[src/rtl/mer_pkg.sv]
// Shared constants, controller states and datapath command/status types for the ellipse rasterizer.
package mer_pkg;

    localparam int MAX_RADIUS_DEF  = 31;
    localparam int COORD_WIDTH_DEF = 12;

    localparam int RAD_W       = 5;
    localparam int SQ_W        = 2 * RAD_W;
    localparam int MUL_A_W     = 14;
    localparam int MUL_B_W     = SQ_W;
    localparam int PROD_W      = MUL_A_W + MUL_B_W;
    localparam int OFS_W       = 6;
    localparam int GRAD_W      = 20;
    localparam int DEC_W       = 28;
    localparam int CNT_W       = 6;
    localparam int MAX_RESULTS = 63;

    typedef enum logic [3:0] {
        ST_IDLE,
        ST_SQ_RX,
        ST_SQ_RY,
        ST_R1_MUL,
        ST_R1_INIT,
        ST_WALK,
        ST_R2_SQX,
        ST_R2_A,
        ST_R2_SQY,
        ST_R2_C,
        ST_R2_D,
        ST_R2_INIT,
        ST_R2_STEP
    } ctrl_state_t;

    typedef enum logic [3:0] {
        DP_NOP,
        DP_LOAD,
        DP_SQ_RX,
        DP_SQ_RY,
        DP_R1_MUL,
        DP_R1_INIT,
        DP_EMIT,
        DP_R2_SQX,
        DP_R2_A,
        DP_R2_SQY,
        DP_R2_C,
        DP_R2_D,
        DP_R2_INIT,
        DP_R2_STEP
    } dp_op_t;

    typedef struct packed {
        logic emit_ok;
        logic last;
        logic need_r2;
    } dp_status_t;

endpackage

[src/rtl/mer_ctrl.sv]
// Sequencer for setup multiplies, the point walk and the region-two restart.
module mer_ctrl (
    input  logic                clk,
    input  logic                rst_n,
    input  logic                in_valid,
    output logic                in_stall,
    input  mer_pkg::dp_status_t status,
    output mer_pkg::dp_op_t     op
);

    mer_pkg::ctrl_state_t state_reg;
    mer_pkg::ctrl_state_t state_next;

    always_ff @(posedge clk or negedge rst_n)
    begin
        if (!rst_n)
        begin
            state_reg <= mer_pkg::ST_IDLE;
        end
        else
        begin
            state_reg <= state_next;
        end
    end

    always_comb
    begin
        state_next = state_reg;
        op         = mer_pkg::DP_NOP;
        in_stall   = 1'b1;
        unique case (state_reg)
            mer_pkg::ST_IDLE:
            begin
                in_stall = 1'b0;
                if (in_valid)
                begin
                    op         = mer_pkg::DP_LOAD;
                    state_next = mer_pkg::ST_SQ_RX;
                end
            end
            mer_pkg::ST_SQ_RX:
            begin
                op         = mer_pkg::DP_SQ_RX;
                state_next = mer_pkg::ST_SQ_RY;
            end
            mer_pkg::ST_SQ_RY:
            begin
                op         = mer_pkg::DP_SQ_RY;
                state_next = mer_pkg::ST_R1_MUL;
            end
            mer_pkg::ST_R1_MUL:
            begin
                op         = mer_pkg::DP_R1_MUL;
                state_next = mer_pkg::ST_R1_INIT;
            end
            mer_pkg::ST_R1_INIT:
            begin
                op         = mer_pkg::DP_R1_INIT;
                state_next = mer_pkg::ST_WALK;
            end
            mer_pkg::ST_WALK:
            begin
                op = mer_pkg::DP_EMIT;
                if (status.emit_ok)
                begin
                    if (status.last)
                    begin
                        state_next = mer_pkg::ST_IDLE;
                    end
                    else if (status.need_r2)
                    begin
                        state_next = mer_pkg::ST_R2_SQX;
                    end
                end
            end
            mer_pkg::ST_R2_SQX:
            begin
                op         = mer_pkg::DP_R2_SQX;
                state_next = mer_pkg::ST_R2_A;
            end
            mer_pkg::ST_R2_A:
            begin
                op         = mer_pkg::DP_R2_A;
                state_next = mer_pkg::ST_R2_SQY;
            end
            mer_pkg::ST_R2_SQY:
            begin
                op         = mer_pkg::DP_R2_SQY;
                state_next = mer_pkg::ST_R2_C;
            end
            mer_pkg::ST_R2_C:
            begin
                op         = mer_pkg::DP_R2_C;
                state_next = mer_pkg::ST_R2_D;
            end
            mer_pkg::ST_R2_D:
            begin
                op         = mer_pkg::DP_R2_D;
                state_next = mer_pkg::ST_R2_INIT;
            end
            mer_pkg::ST_R2_INIT:
            begin
                op         = mer_pkg::DP_R2_INIT;
                state_next = mer_pkg::ST_R2_STEP;
            end
            mer_pkg::ST_R2_STEP:
            begin
                op         = mer_pkg::DP_R2_STEP;
                state_next = mer_pkg::ST_WALK;
            end
            default:
            begin
                state_next = mer_pkg::ST_IDLE;
            end
        endcase
    end

endmodule

[src/rtl/mer_dp.sv]
// Datapath: shared multiplier, decision and gradient registers, and the output register.
module mer_dp #(
    parameter int MAX_RADIUS  = mer_pkg::MAX_RADIUS_DEF,
    parameter int COORD_WIDTH = mer_pkg::COORD_WIDTH_DEF
) (
    input  logic                              clk,
    input  logic                              rst_n,
    input  mer_pkg::dp_op_t                   op,
    output mer_pkg::dp_status_t               status,
    input  logic signed [COORD_WIDTH-1:0]     center_x,
    input  logic signed [COORD_WIDTH-1:0]     center_y,
    input  logic [mer_pkg::RAD_W-1:0]         radius_x,
    input  logic [mer_pkg::RAD_W-1:0]         radius_y,
    output logic                              out_valid,
    input  logic                              out_stall,
    output logic signed [COORD_WIDTH:0]       pt0_x,
    output logic signed [COORD_WIDTH:0]       pt0_y,
    output logic signed [COORD_WIDTH:0]       pt1_x,
    output logic signed [COORD_WIDTH:0]       pt1_y,
    output logic signed [COORD_WIDTH:0]       pt2_x,
    output logic signed [COORD_WIDTH:0]       pt2_y,
    output logic signed [COORD_WIDTH:0]       pt3_x,
    output logic signed [COORD_WIDTH:0]       pt3_y,
    output logic                              last_step
);

    localparam int OUT_W   = COORD_WIDTH + 1;
    localparam int RAD_W   = mer_pkg::RAD_W;
    localparam int SQ_W    = mer_pkg::SQ_W;
    localparam int MUL_A_W = mer_pkg::MUL_A_W;
    localparam int MUL_B_W = mer_pkg::MUL_B_W;
    localparam int PROD_W  = mer_pkg::PROD_W;
    localparam int OFS_W   = mer_pkg::OFS_W;
    localparam int GRAD_W  = mer_pkg::GRAD_W;
    localparam int DEC_W   = mer_pkg::DEC_W;
    localparam int CNT_W   = mer_pkg::CNT_W;
    localparam logic [RAD_W-1:0] RAD_MAX  = RAD_W'(MAX_RADIUS);
    localparam logic [CNT_W-1:0] CNT_LAST = CNT_W'(mer_pkg::MAX_RESULTS - 1);

    logic signed [COORD_WIDTH-1:0] cx_reg, cx_next;
    logic signed [COORD_WIDTH-1:0] cy_reg, cy_next;
    logic [RAD_W-1:0]              rx_reg, rx_next;
    logic [RAD_W-1:0]              ry_reg, ry_next;
    logic [SQ_W-1:0]               rx2_reg, rx2_next;
    logic [SQ_W-1:0]               ry2_reg, ry2_next;
    logic [PROD_W-1:0]             prod_reg, prod_next;
    logic signed [DEC_W-1:0]       acc_reg, acc_next;
    logic signed [DEC_W-1:0]       p_reg, p_next;
    logic signed [GRAD_W-1:0]      px_reg, px_next;
    logic signed [GRAD_W-1:0]      py_reg, py_next;
    logic [OFS_W-1:0]              x_reg, x_next;
    logic [OFS_W-1:0]              y_reg, y_next;
    logic                          r2_reg, r2_next;
    logic [CNT_W-1:0]              cnt_reg, cnt_next;
    logic                          out_valid_reg, out_valid_next;
    logic signed [OUT_W-1:0]       px_out_reg, px_out_next;
    logic signed [OUT_W-1:0]       nx_out_reg, nx_out_next;
    logic signed [OUT_W-1:0]       py_out_reg, py_out_next;
    logic signed [OUT_W-1:0]       ny_out_reg, ny_out_next;
    logic                          last_reg, last_next;

    logic [MUL_A_W-1:0]            mul_a;
    logic [MUL_B_W-1:0]            mul_b;
    logic [RAD_W-1:0]              rx_sat;
    logic [RAD_W-1:0]              ry_sat;
    logic [OFS_W-1:0]              y_m1_abs;
    logic [PROD_W:0]               prod_rnd;
    logic signed [DEC_W-1:0]       rx2_d;
    logic signed [DEC_W-1:0]       ry2_d;
    logic signed [DEC_W-1:0]       prod_d;
    logic signed [GRAD_W-1:0]      two_rx2;
    logic signed [GRAD_W-1:0]      two_ry2;
    logic                          emit_fire;
    logic                          step;
    logic                          last;

    logic                          r1_neg;
    logic signed [GRAD_W-1:0]      r1_px;
    logic signed [GRAD_W-1:0]      r1_py;
    logic signed [DEC_W-1:0]       r1_sub;
    logic signed [DEC_W-1:0]       r1_p;
    logic                          r2_stx;
    logic signed [GRAD_W-1:0]      r2_px;
    logic signed [GRAD_W-1:0]      r2_py;
    logic signed [DEC_W-1:0]       r2_add;
    logic signed [DEC_W-1:0]       r2_p;
    logic signed [OUT_W-1:0]       cx_e, cy_e, x_e, y_e;

    assign rx_sat   = (radius_x > RAD_MAX) ? RAD_MAX : radius_x;
    assign ry_sat   = (radius_y > RAD_MAX) ? RAD_MAX : radius_y;
    assign y_m1_abs = (y_reg == '0) ? OFS_W'(1) : y_reg - OFS_W'(1);
    assign prod_rnd = {1'b0, prod_reg} + (PROD_W + 1)'(2);

    assign rx2_d   = $signed(DEC_W'(rx2_reg));
    assign ry2_d   = $signed(DEC_W'(ry2_reg));
    assign prod_d  = $signed(DEC_W'(prod_reg));
    assign two_rx2 = $signed(GRAD_W'({rx2_reg, 1'b0}));
    assign two_ry2 = $signed(GRAD_W'({ry2_reg, 1'b0}));

    // Region one step
    assign r1_neg = p_reg[DEC_W-1];
    assign r1_px  = px_reg + two_ry2;
    assign r1_py  = r1_neg ? py_reg : py_reg - two_rx2;
    assign r1_sub = r1_neg ? '0 : DEC_W'(r1_py);
    assign r1_p   = p_reg + ry2_d + DEC_W'(r1_px) - r1_sub;

    // Region two step
    assign r2_stx = r1_neg || (p_reg == '0);
    assign r2_px  = r2_stx ? r1_px : px_reg;
    assign r2_py  = py_reg - two_rx2;
    assign r2_add = r2_stx ? DEC_W'(r2_px) : '0;
    assign r2_p   = p_reg + rx2_d - DEC_W'(r2_py) + r2_add;

    // No more points once y reaches the axis or the result budget runs out
    assign last      = (y_reg == '0) || (cnt_reg == CNT_LAST);
    assign emit_fire = (op == mer_pkg::DP_EMIT) && (!out_valid_reg || !out_stall);
    assign step      = emit_fire && !last;

    assign status.emit_ok = !out_valid_reg || !out_stall;
    assign status.last    = last;
    assign status.need_r2 = !r2_reg && !(px_reg < py_reg);

    assign cx_e = OUT_W'(cx_reg);
    assign cy_e = OUT_W'(cy_reg);
    assign x_e  = $signed(OUT_W'(x_reg));
    assign y_e  = $signed(OUT_W'(y_reg));

    always_comb
    begin
        mul_a = '0;
        mul_b = '0;
        unique case (op) inside
            mer_pkg::DP_SQ_RX:
            begin
                mul_a = MUL_A_W'(rx_reg);
                mul_b = MUL_B_W'(rx_reg);
            end
            mer_pkg::DP_SQ_RY:
            begin
                mul_a = MUL_A_W'(ry_reg);
                mul_b = MUL_B_W'(ry_reg);
            end
            mer_pkg::DP_R1_MUL:
            begin
                mul_a = MUL_A_W'(rx2_reg);
                mul_b = MUL_B_W'(ry_reg);
            end
            mer_pkg::DP_R2_SQX:
            begin
                mul_a = MUL_A_W'({x_reg, 1'b1});
                mul_b = MUL_B_W'({x_reg, 1'b1});
            end
            mer_pkg::DP_R2_A:
            begin
                mul_a = prod_reg[MUL_A_W-1:0];
                mul_b = ry2_reg;
            end
            mer_pkg::DP_R2_SQY:
            begin
                mul_a = MUL_A_W'(y_m1_abs);
                mul_b = MUL_B_W'(y_m1_abs);
            end
            mer_pkg::DP_R2_C:
            begin
                mul_a = prod_reg[MUL_A_W-1:0];
                mul_b = rx2_reg;
            end
            mer_pkg::DP_R2_D:
            begin
                mul_a = MUL_A_W'(ry2_reg);
                mul_b = rx2_reg;
            end
            mer_pkg::DP_NOP, mer_pkg::DP_LOAD, mer_pkg::DP_R1_INIT, mer_pkg::DP_EMIT,
            mer_pkg::DP_R2_INIT, mer_pkg::DP_R2_STEP:
            begin
                mul_a = '0;
                mul_b = '0;
            end
            default:
            begin
                mul_a = '0;
                mul_b = '0;
            end
        endcase
    end

    always_comb
    begin
        cx_next        = cx_reg;
        cy_next        = cy_reg;
        rx_next        = rx_reg;
        ry_next        = ry_reg;
        rx2_next       = rx2_reg;
        ry2_next       = ry2_reg;
        prod_next      = PROD_W'(mul_a) * PROD_W'(mul_b);
        acc_next       = acc_reg;
        p_next         = p_reg;
        px_next        = px_reg;
        py_next        = py_reg;
        x_next         = x_reg;
        y_next         = y_reg;
        r2_next        = r2_reg;
        cnt_next       = cnt_reg;
        out_valid_next = out_valid_reg && out_stall;
        px_out_next    = px_out_reg;
        nx_out_next    = nx_out_reg;
        py_out_next    = py_out_reg;
        ny_out_next    = ny_out_reg;
        last_next      = last_reg;

        unique case (op) inside
            mer_pkg::DP_LOAD:
            begin
                cx_next = center_x;
                cy_next = center_y;
                rx_next = rx_sat;
                ry_next = ry_sat;
            end
            mer_pkg::DP_SQ_RY:
            begin
                rx2_next = prod_reg[SQ_W-1:0];
            end
            mer_pkg::DP_R1_MUL:
            begin
                ry2_next = prod_reg[SQ_W-1:0];
            end
            mer_pkg::DP_R1_INIT:
            begin
                // floor((4ry2 - 4rx2*ry + rx2 + 2) / 4)
                p_next   = ry2_d - prod_d + DEC_W'((rx2_reg + SQ_W'(2)) >> 2);
                px_next  = '0;
                py_next  = $signed(GRAD_W'({prod_reg, 1'b0}));
                x_next   = '0;
                y_next   = OFS_W'(ry_reg);
                r2_next  = 1'b0;
                cnt_next = '0;
            end
            mer_pkg::DP_EMIT:
            begin
                if (emit_fire)
                begin
                    out_valid_next = 1'b1;
                    px_out_next    = cx_e + x_e;
                    nx_out_next    = cx_e - x_e;
                    py_out_next    = cy_e + y_e;
                    ny_out_next    = cy_e - y_e;
                    last_next      = last;
                    cnt_next       = cnt_reg + CNT_W'(1);
                end
                if (step && r2_reg)
                begin
                    p_next  = r2_p;
                    px_next = r2_px;
                    py_next = r2_py;
                    y_next  = y_reg - OFS_W'(1);
                    x_next  = r2_stx ? x_reg + OFS_W'(1) : x_reg;
                end
                else if (step && (px_reg < py_reg))
                begin
                    p_next  = r1_p;
                    px_next = r1_px;
                    py_next = r1_py;
                    x_next  = x_reg + OFS_W'(1);
                    y_next  = r1_neg ? y_reg : y_reg - OFS_W'(1);
                end
            end
            mer_pkg::DP_R2_SQY:
            begin
                // ry2*(2x+1)^2 rounded to quarters; the other terms are whole multiples of 4
                acc_next = $signed(DEC_W'(prod_rnd[PROD_W:2]));
            end
            mer_pkg::DP_R2_D:
            begin
                acc_next = acc_reg + prod_d;
            end
            mer_pkg::DP_R2_INIT:
            begin
                p_next  = acc_reg - prod_d;
                r2_next = 1'b1;
            end
            mer_pkg::DP_R2_STEP:
            begin
                p_next  = r2_p;
                px_next = r2_px;
                py_next = r2_py;
                y_next  = y_reg - OFS_W'(1);
                x_next  = r2_stx ? x_reg + OFS_W'(1) : x_reg;
            end
            mer_pkg::DP_NOP, mer_pkg::DP_SQ_RX, mer_pkg::DP_R2_SQX, mer_pkg::DP_R2_A,
            mer_pkg::DP_R2_C:
            begin
                acc_next = acc_reg;
            end
            default:
            begin
                acc_next = acc_reg;
            end
        endcase
    end

    always_ff @(posedge clk or negedge rst_n)
    begin
        if (!rst_n)
        begin
            out_valid_reg <= 1'b0;
        end
        else
        begin
            out_valid_reg <= out_valid_next;
        end
    end

    always_ff @(posedge clk)
    begin
        cx_reg     <= cx_next;
        cy_reg     <= cy_next;
        rx_reg     <= rx_next;
        ry_reg     <= ry_next;
        rx2_reg    <= rx2_next;
        ry2_reg    <= ry2_next;
        prod_reg   <= prod_next;
        acc_reg    <= acc_next;
        p_reg      <= p_next;
        px_reg     <= px_next;
        py_reg     <= py_next;
        x_reg      <= x_next;
        y_reg      <= y_next;
        r2_reg     <= r2_next;
        cnt_reg    <= cnt_next;
        px_out_reg <= px_out_next;
        nx_out_reg <= nx_out_next;
        py_out_reg <= py_out_next;
        ny_out_reg <= ny_out_next;
        last_reg   <= last_next;
    end

    assign out_valid = out_valid_reg;
    assign pt0_x     = px_out_reg;
    assign pt0_y     = py_out_reg;
    assign pt1_x     = nx_out_reg;
    assign pt1_y     = py_out_reg;
    assign pt2_x     = px_out_reg;
    assign pt2_y     = ny_out_reg;
    assign pt3_x     = nx_out_reg;
    assign pt3_y     = ny_out_reg;
    assign last_step = last_reg;

endmodule

[src/rtl/midpoint_ellipse_rasterizer_core.sv]
// After the input transfer the sequencer runs the setup multiplies and decision load, then
// emits one point set per cycle while out_stall is low. An ellipse gives n <= 63 results; on
// entering region two it runs five multiplies, decision load and the first region-two step.
// The input is taken again the cycle after the last result enters the output register.
// Reset clears the sequencer and the output valid; datapath registers load before use.
module midpoint_ellipse_rasterizer_core #(
    parameter int MAX_RADIUS  = mer_pkg::MAX_RADIUS_DEF,
    parameter int COORD_WIDTH = mer_pkg::COORD_WIDTH_DEF
) (
    input  logic                          clk,
    input  logic                          rst_n,
    input  logic                          in_valid,
    output logic                          in_stall,
    input  logic signed [COORD_WIDTH-1:0] center_x,
    input  logic signed [COORD_WIDTH-1:0] center_y,
    input  logic [mer_pkg::RAD_W-1:0]     radius_x,
    input  logic [mer_pkg::RAD_W-1:0]     radius_y,
    output logic                          out_valid,
    input  logic                          out_stall,
    output logic signed [COORD_WIDTH:0]   pt0_x,
    output logic signed [COORD_WIDTH:0]   pt0_y,
    output logic signed [COORD_WIDTH:0]   pt1_x,
    output logic signed [COORD_WIDTH:0]   pt1_y,
    output logic signed [COORD_WIDTH:0]   pt2_x,
    output logic signed [COORD_WIDTH:0]   pt2_y,
    output logic signed [COORD_WIDTH:0]   pt3_x,
    output logic signed [COORD_WIDTH:0]   pt3_y,
    output logic                          last_step
);

    mer_pkg::dp_op_t     op;
    mer_pkg::dp_status_t status;

    mer_ctrl u_ctrl (
        .clk      (clk),
        .rst_n    (rst_n),
        .in_valid (in_valid),
        .in_stall (in_stall),
        .status   (status),
        .op       (op)
    );

    mer_dp #(
        .MAX_RADIUS  (MAX_RADIUS),
        .COORD_WIDTH (COORD_WIDTH)
    ) u_dp (
        .clk       (clk),
        .rst_n     (rst_n),
        .op        (op),
        .status    (status),
        .center_x  (center_x),
        .center_y  (center_y),
        .radius_x  (radius_x),
        .radius_y  (radius_y),
        .out_valid (out_valid),
        .out_stall (out_stall),
        .pt0_x     (pt0_x),
        .pt0_y     (pt0_y),
        .pt1_x     (pt1_x),
        .pt1_y     (pt1_y),
        .pt2_x     (pt2_x),
        .pt2_y     (pt2_y),
        .pt3_x     (pt3_x),
        .pt3_y     (pt3_y),
        .last_step (last_step)
    );

endmodule
[config.mk]
export PLATFORM = sky130hd
export DESIGN_NAME = midpoint_ellipse_rasterizer_core
export DESIGN_NICKNAME = d
export VERILOG_FILES = /design/src/rtl/mer_pkg.sv /design/src/rtl/mer_ctrl.sv /design/src/rtl/mer_dp.sv /design/src/rtl/midpoint_ellipse_rasterizer_core.sv
export SDC_FILE = /design/constraint.sdc
export NUM_CORES = 1
export LEC_CHECK = 0
export ABC_AREA = 0
export BUFFER_PORTS_ARGS = -buffer_cell sky130_fd_sc_hd__buf_4
export CORE_MARGIN = 5
export CORE_UTILIZATION = 50
export DETAILED_ROUTE_END_ITERATION = 7
export PLACE_DENSITY_LB_ADDON = 0.3
export SLEW_MARGIN = 20
export SYNTH_ARGS = -nofsm -noshare
export SYNTH_HDL_FRONTEND = slang
export SYNTH_HIERARCHICAL = 1
export SYNTH_SLANG_ARGS = --single-unit
[constraint.sdc]
create_clock -name clk -period 16.84 [get_ports clk]
set_input_delay 3.368 -clock clk [delete_from_list [all_inputs] [get_ports clk]]
set_output_delay 3.368 -clock clk [all_outputs]
set_load 0.02 [all_outputs]
# Yosys cells after proc, flatten, opt, wreduce, memory -nomap -nowiden
# Cells that the tools add are included.
# classes
n_addsub	21
multipliers	1
n_lt_le_gt_ge	3
n_eq_ne	32
mux	38
reduce_logical	32
# ops
operator	count
$mux 20	6
$pmux 20 s3	2
$mux 28	4
$pmux 28 s4	1
$pmux 14 s7	1
$pmux 10 s6	1
$add 28x11->28	2
$pmux 28 s2	1
$pmux 4 s13	1
$mux 6	8
$pmux 4 s12	1
$eq 4x4->1 const B	11
$pmux 6 s3	2
$eq 4x3->1 const B	8
$add 28x20->28	1
$add 28x25->28	1
$add 28x26->28	1
$add 28x28->28	1
$logic_not 28->1	1
$sub 28x20->28	1
$sub 28x25->28	1
$sub 28x28->28	1
$add 12x7->13	2
$sub 12x7->13	2
other kinds (32)	66
# word_totals
register_bits	251
in_bits	38
out_inout_bits	107
elab_cells	149

# Longest topological paths before layout
# logic_depth
word_depth	9
ltp_mapped	33
mapped_depth_nobuf	30

# Cells and area by module
# The synthesis kept the hierarchy.
# by_module_without_submodules
mod	n_inst	cells_each	area_each_um2	seq_area_each_um2
mer_dp	1	2955	26880.8	7051.8
mer_ctrl	1	33	286.5	100.1

# Worst setup path after synthesis
# No wires, ideal clock.
# synth_path
kind	input-to-reg
startpoint	in in_valid
endpoint	reg u_dp.prod_reg[19]
setup_time_ps	121
t_arrival_ps	10937
required_ps	16719
setup_slack_ps	5782
stages	31
path_buffers	2
cell_sequence	nor4_2 > a311oi_1 > clkbuf_1 > nand2_1 > nor3_1 > or2_2 > a222oi_1 > nand2_1 > clkbuf_1 > o21ai_0 > fa_1 > inv_1 > fa_1 > inv_1 > fa_1 > inv_1 > fa_1 > inv_1 > fa_1 > inv_1 > ha_1 > a2111oi_0 > o21ai_0 > a31oi_1 > nor3_1 > o31a_1 > o21ai_0 > nand2b_1 > a211oi_1 > nor2_1 > xor2_1
# synth_via
elab_chain_cells	6
elab_cells_between_ends	16
cone_classes	mul (1); eq/ne (8); mux (4); reduce/logical (3)
# synth_lines
item	line_no	text
start: declaration	midpoint_ellipse_rasterizer_core.sv:12	input logic in_valid,
$mux 1 *	mer_ctrl.sv:35	if (in_valid)
$pmux 4 s13 *	mer_ctrl.sv:31	unique case (state_reg)
via op[0]	midpoint_ellipse_rasterizer_core.sv:31	mer_pkg::dp_op_t op;
$eq 4x4->1 (no source line) (tied with other cells)	--	
$reduce_or 2->1 (no source line)	--	
$pmux 14 s7 or $pmux 10 s6 (tied branches)	mer_dp.sv:132	unique case (op) inside
$mul 14x10->24 *	mer_dp.sv:195	prod_next = PROD_W'(mul_a) * PROD_W'(mul_b);
via u_dp.prod_next[19]	mer_dp.sv:46	logic [PROD_W-1:0] prod_reg, prod_next;
end signal: assignment	mer_dp.sv:321	prod_reg <= prod_next;
end: declaration	mer_dp.sv:46	
# The timed path passes the listed nets; every way through them passes the cells marked *.
# A chain may end at the register's enable or synchronous reset.

# Final worst setup path
# Ends and elaborated chain as after synthesis.

==> reports/metrics.cfg <==
[timing]
worstMarginPinSlew_ns = 1.098
rsz0062_at_grt = false
slew_headroom = 0.2653
min_period_ns = 10.96
fin_skew_ns = 0.03743
setup_tns_ns = 0
finalHoldViolations = 0
max_freq_mhz = 91.27
fin_crit_sh = 0.6506
slew_viol_final = 0
setup-violations-final = 0

[grt]
grt_pass1_vias = 22200
grt.overflow.total = 0
grt_pass1_wl_um = 121400
antenna_found_initial = 1
grt_max_degree = 52
grt_usage = 0.2520

[worst_setup_path]
worstSetupPathType = primary input to register
startpoint = in_valid
cpMaxStageDelayCell = nor3_2
worstPathRequired_ns = 17.32
cp.arrival_ns = 11.44
worst_setup_path_start_kind = primary input
max_stage_delay_ns = 0.85
cp-end-kind = register
r2r-start = u_ctrl/state_reg[2]$_DFFE_PN0P_
path_max_fanout = 19

[drt]
drtAntennaViolNets = 0
firstDrtPassIters = 7
wire_per_inst_um = 20.48
first_iter_violations = 2042
drc_errors = 0
wirelength_um = 76860
via_per_inst = 5.951
via_count = 22340

[clocking]
cts_root_buf = clkbuf_16
cts_setup_buffers = 0
cts_hold_repair.buffers = 0
tritoncts = built
clock_path_buffers = 3
clk_pin_slew_ns = 0.06
clk_latency_ns = 0.62
clkSinkCount = 247
cts_resized = 0
cts_buffers = 30
htree_levels = 1

[yosys]
synth-edff-count = 218
synth_nets = 3485
synth_largest_area_cell = edfxtp_1
yosys-top-cells-area = edfxtp_1 24%, ha_1 13%, fa_1 13%
seq_area_frac_synth = 0.2633
synth_cells = 2988
synth_warnings = 6
async_flop_share = 0.02024
netlist_area_mm2 = 0.02717
avgSynthCellArea_um2 = 9.092
synth_top_flop_cell = edfxtp_1
synth_cell_types = 91
ys_ff_latch = 247
synth_top_area_frac = 0.2410
synth_common_cells = 329 x inv_1, 285 x ha_1, 279 x nor2_1
synth_most_common_cell = inv_1

[floorplanning]
placementRows = 85
die_w_um = 243.1
start_util = 0.5048
die_h_um = 243.1
core_area_mm2 = 0.05381
die_area_mm2 = 0.05910
top_level_ports = 145

[run_status]
outcome = complete, no violations

[placement]
dp_hpwl_um = 61070
placement.io_buffers = 144
gp_congestion = 0.9538

[hold_path]
min_path_type = register to register
hp-start = u_dp/px_reg[10]$_SDFFCE_PP0P_

[layout]
drive_above_1_share = 0.08933
synthToLayoutAreaGrowth_pct = 8.999
final_nets = 3529

[run]
drv_cap = 0

-- path summary, 6_finish.rpt --
kind / slack [ns] / cells after the start / endpoint
min in group asynchronous: 2.53 / 1 / u_ctrl/state_reg[0]$_DFFE_PN0P_
max in group asynchronous: 14.19 / 1 / u_ctrl/state_reg[2]$_DFFE_PN0P_
worst min-delay path: 0.62 / 2 / u_dp/px_reg[10]$_SDFFCE_PP0P_
worst min register to register: 0.62 / 2 / u_dp/px_reg[10]$_SDFFCE_PP0P_
worst max register to register: 8.09 / 30 / u_dp/prod_reg[19]$_DFF_P_
worst max-delay path: 5.88 / 31 / u_dp/prod_reg[19]$_DFF_P_
-- logic make-up (layout without fill, tap and decap cells) --
group | Yosys count | count (layout) | synth area share
xor+xnor | 251 | 251 | 0.08143
buf+inv | 492 | 560 | 0.07728
compound gates | 684 | 684 | 0.1691
other cells | 0 | 1 | 0
simple gates | 849 | 849 | 0.1472
fa+ha+maj | 459 | 459 | 0.2595
flops | 247 | 247 | 0.2633
mux | 6 | 6 | 0.002211
-- metal layers --
layer,global-route usage,vias up,share of wire
met3,0.03696,143,0.084
met4,0.07160,0,0.029
met1,0.3474,10740,0.42
li1,-,10460,-
met5,0,-,0
met2,0.4165,985,0.46
-- cells in the final DEF (no fill, tap or decap), drive strengths merged, types with 23 or more instances in the layout --
cell,instances
nand3,46
o21ai,155
edfxtp,218
nor3,73
a21o,50
and3,23
or3,25
o21bai,30
nor2b,32
nor2,279
a22oi,25
inv,330
a21oi,163
nand2b,34
xnor2,171
xor2,79
dfxtp,24
and2,24
fa,174
buf,172
nand2,225
a211oi,24
clkbuf,35
o21a,27
ha,285
-- layout make-up --
class | count | area, um^2
Tap cell | 696 | 870.8
Sequential cell | 247 | 7152
Inverter | 332 | 1247
Multi-Input combinational cell | 2249 | 17970
Clock buffer | 35 | 820.8
Antenna cell | 1 | 2.502
Timing Repair Buffer | 172 | 1291
Fill cell | 4753 | 24200
Clock inverter | 21 | 261.5
-- metrics by stage --
step | hold slack [ns] | setup slack (ns) | instance area [um^2] | util | std cells
floorplan | 0.4521 | 5.782 | 27170 | - | 2988
global placement | 0.5654 | 5.548 | 28520 | 0.5299 | 3696
detailed placement | 0.6047 | 5.413 | 28520 | 0.5299 | 3696
CTS | 0.6193 | 5.987 | 29600 | 0.5501 | 3752
global route | 0.6355 | 5.241 | 29610 | 0.5503 | 3753
finish | 0.6182 | 5.883 | 29610 | 0.5503 | 3753
-- critical path: cells and delay by family --
kind                       cells  cell delay [ns]
AOI/OAI and AO/OA              9             2.21
adders and majority gates      6             3.00
buffers and inverters          7             0.65
xor gates and xnor gates       1             0.14
and+or+nand+nor                8             2.06
Power is left out: the tool's default activity adds up to more than one toggle a clock period on the data nets, which glitch-free logic cannot reach.
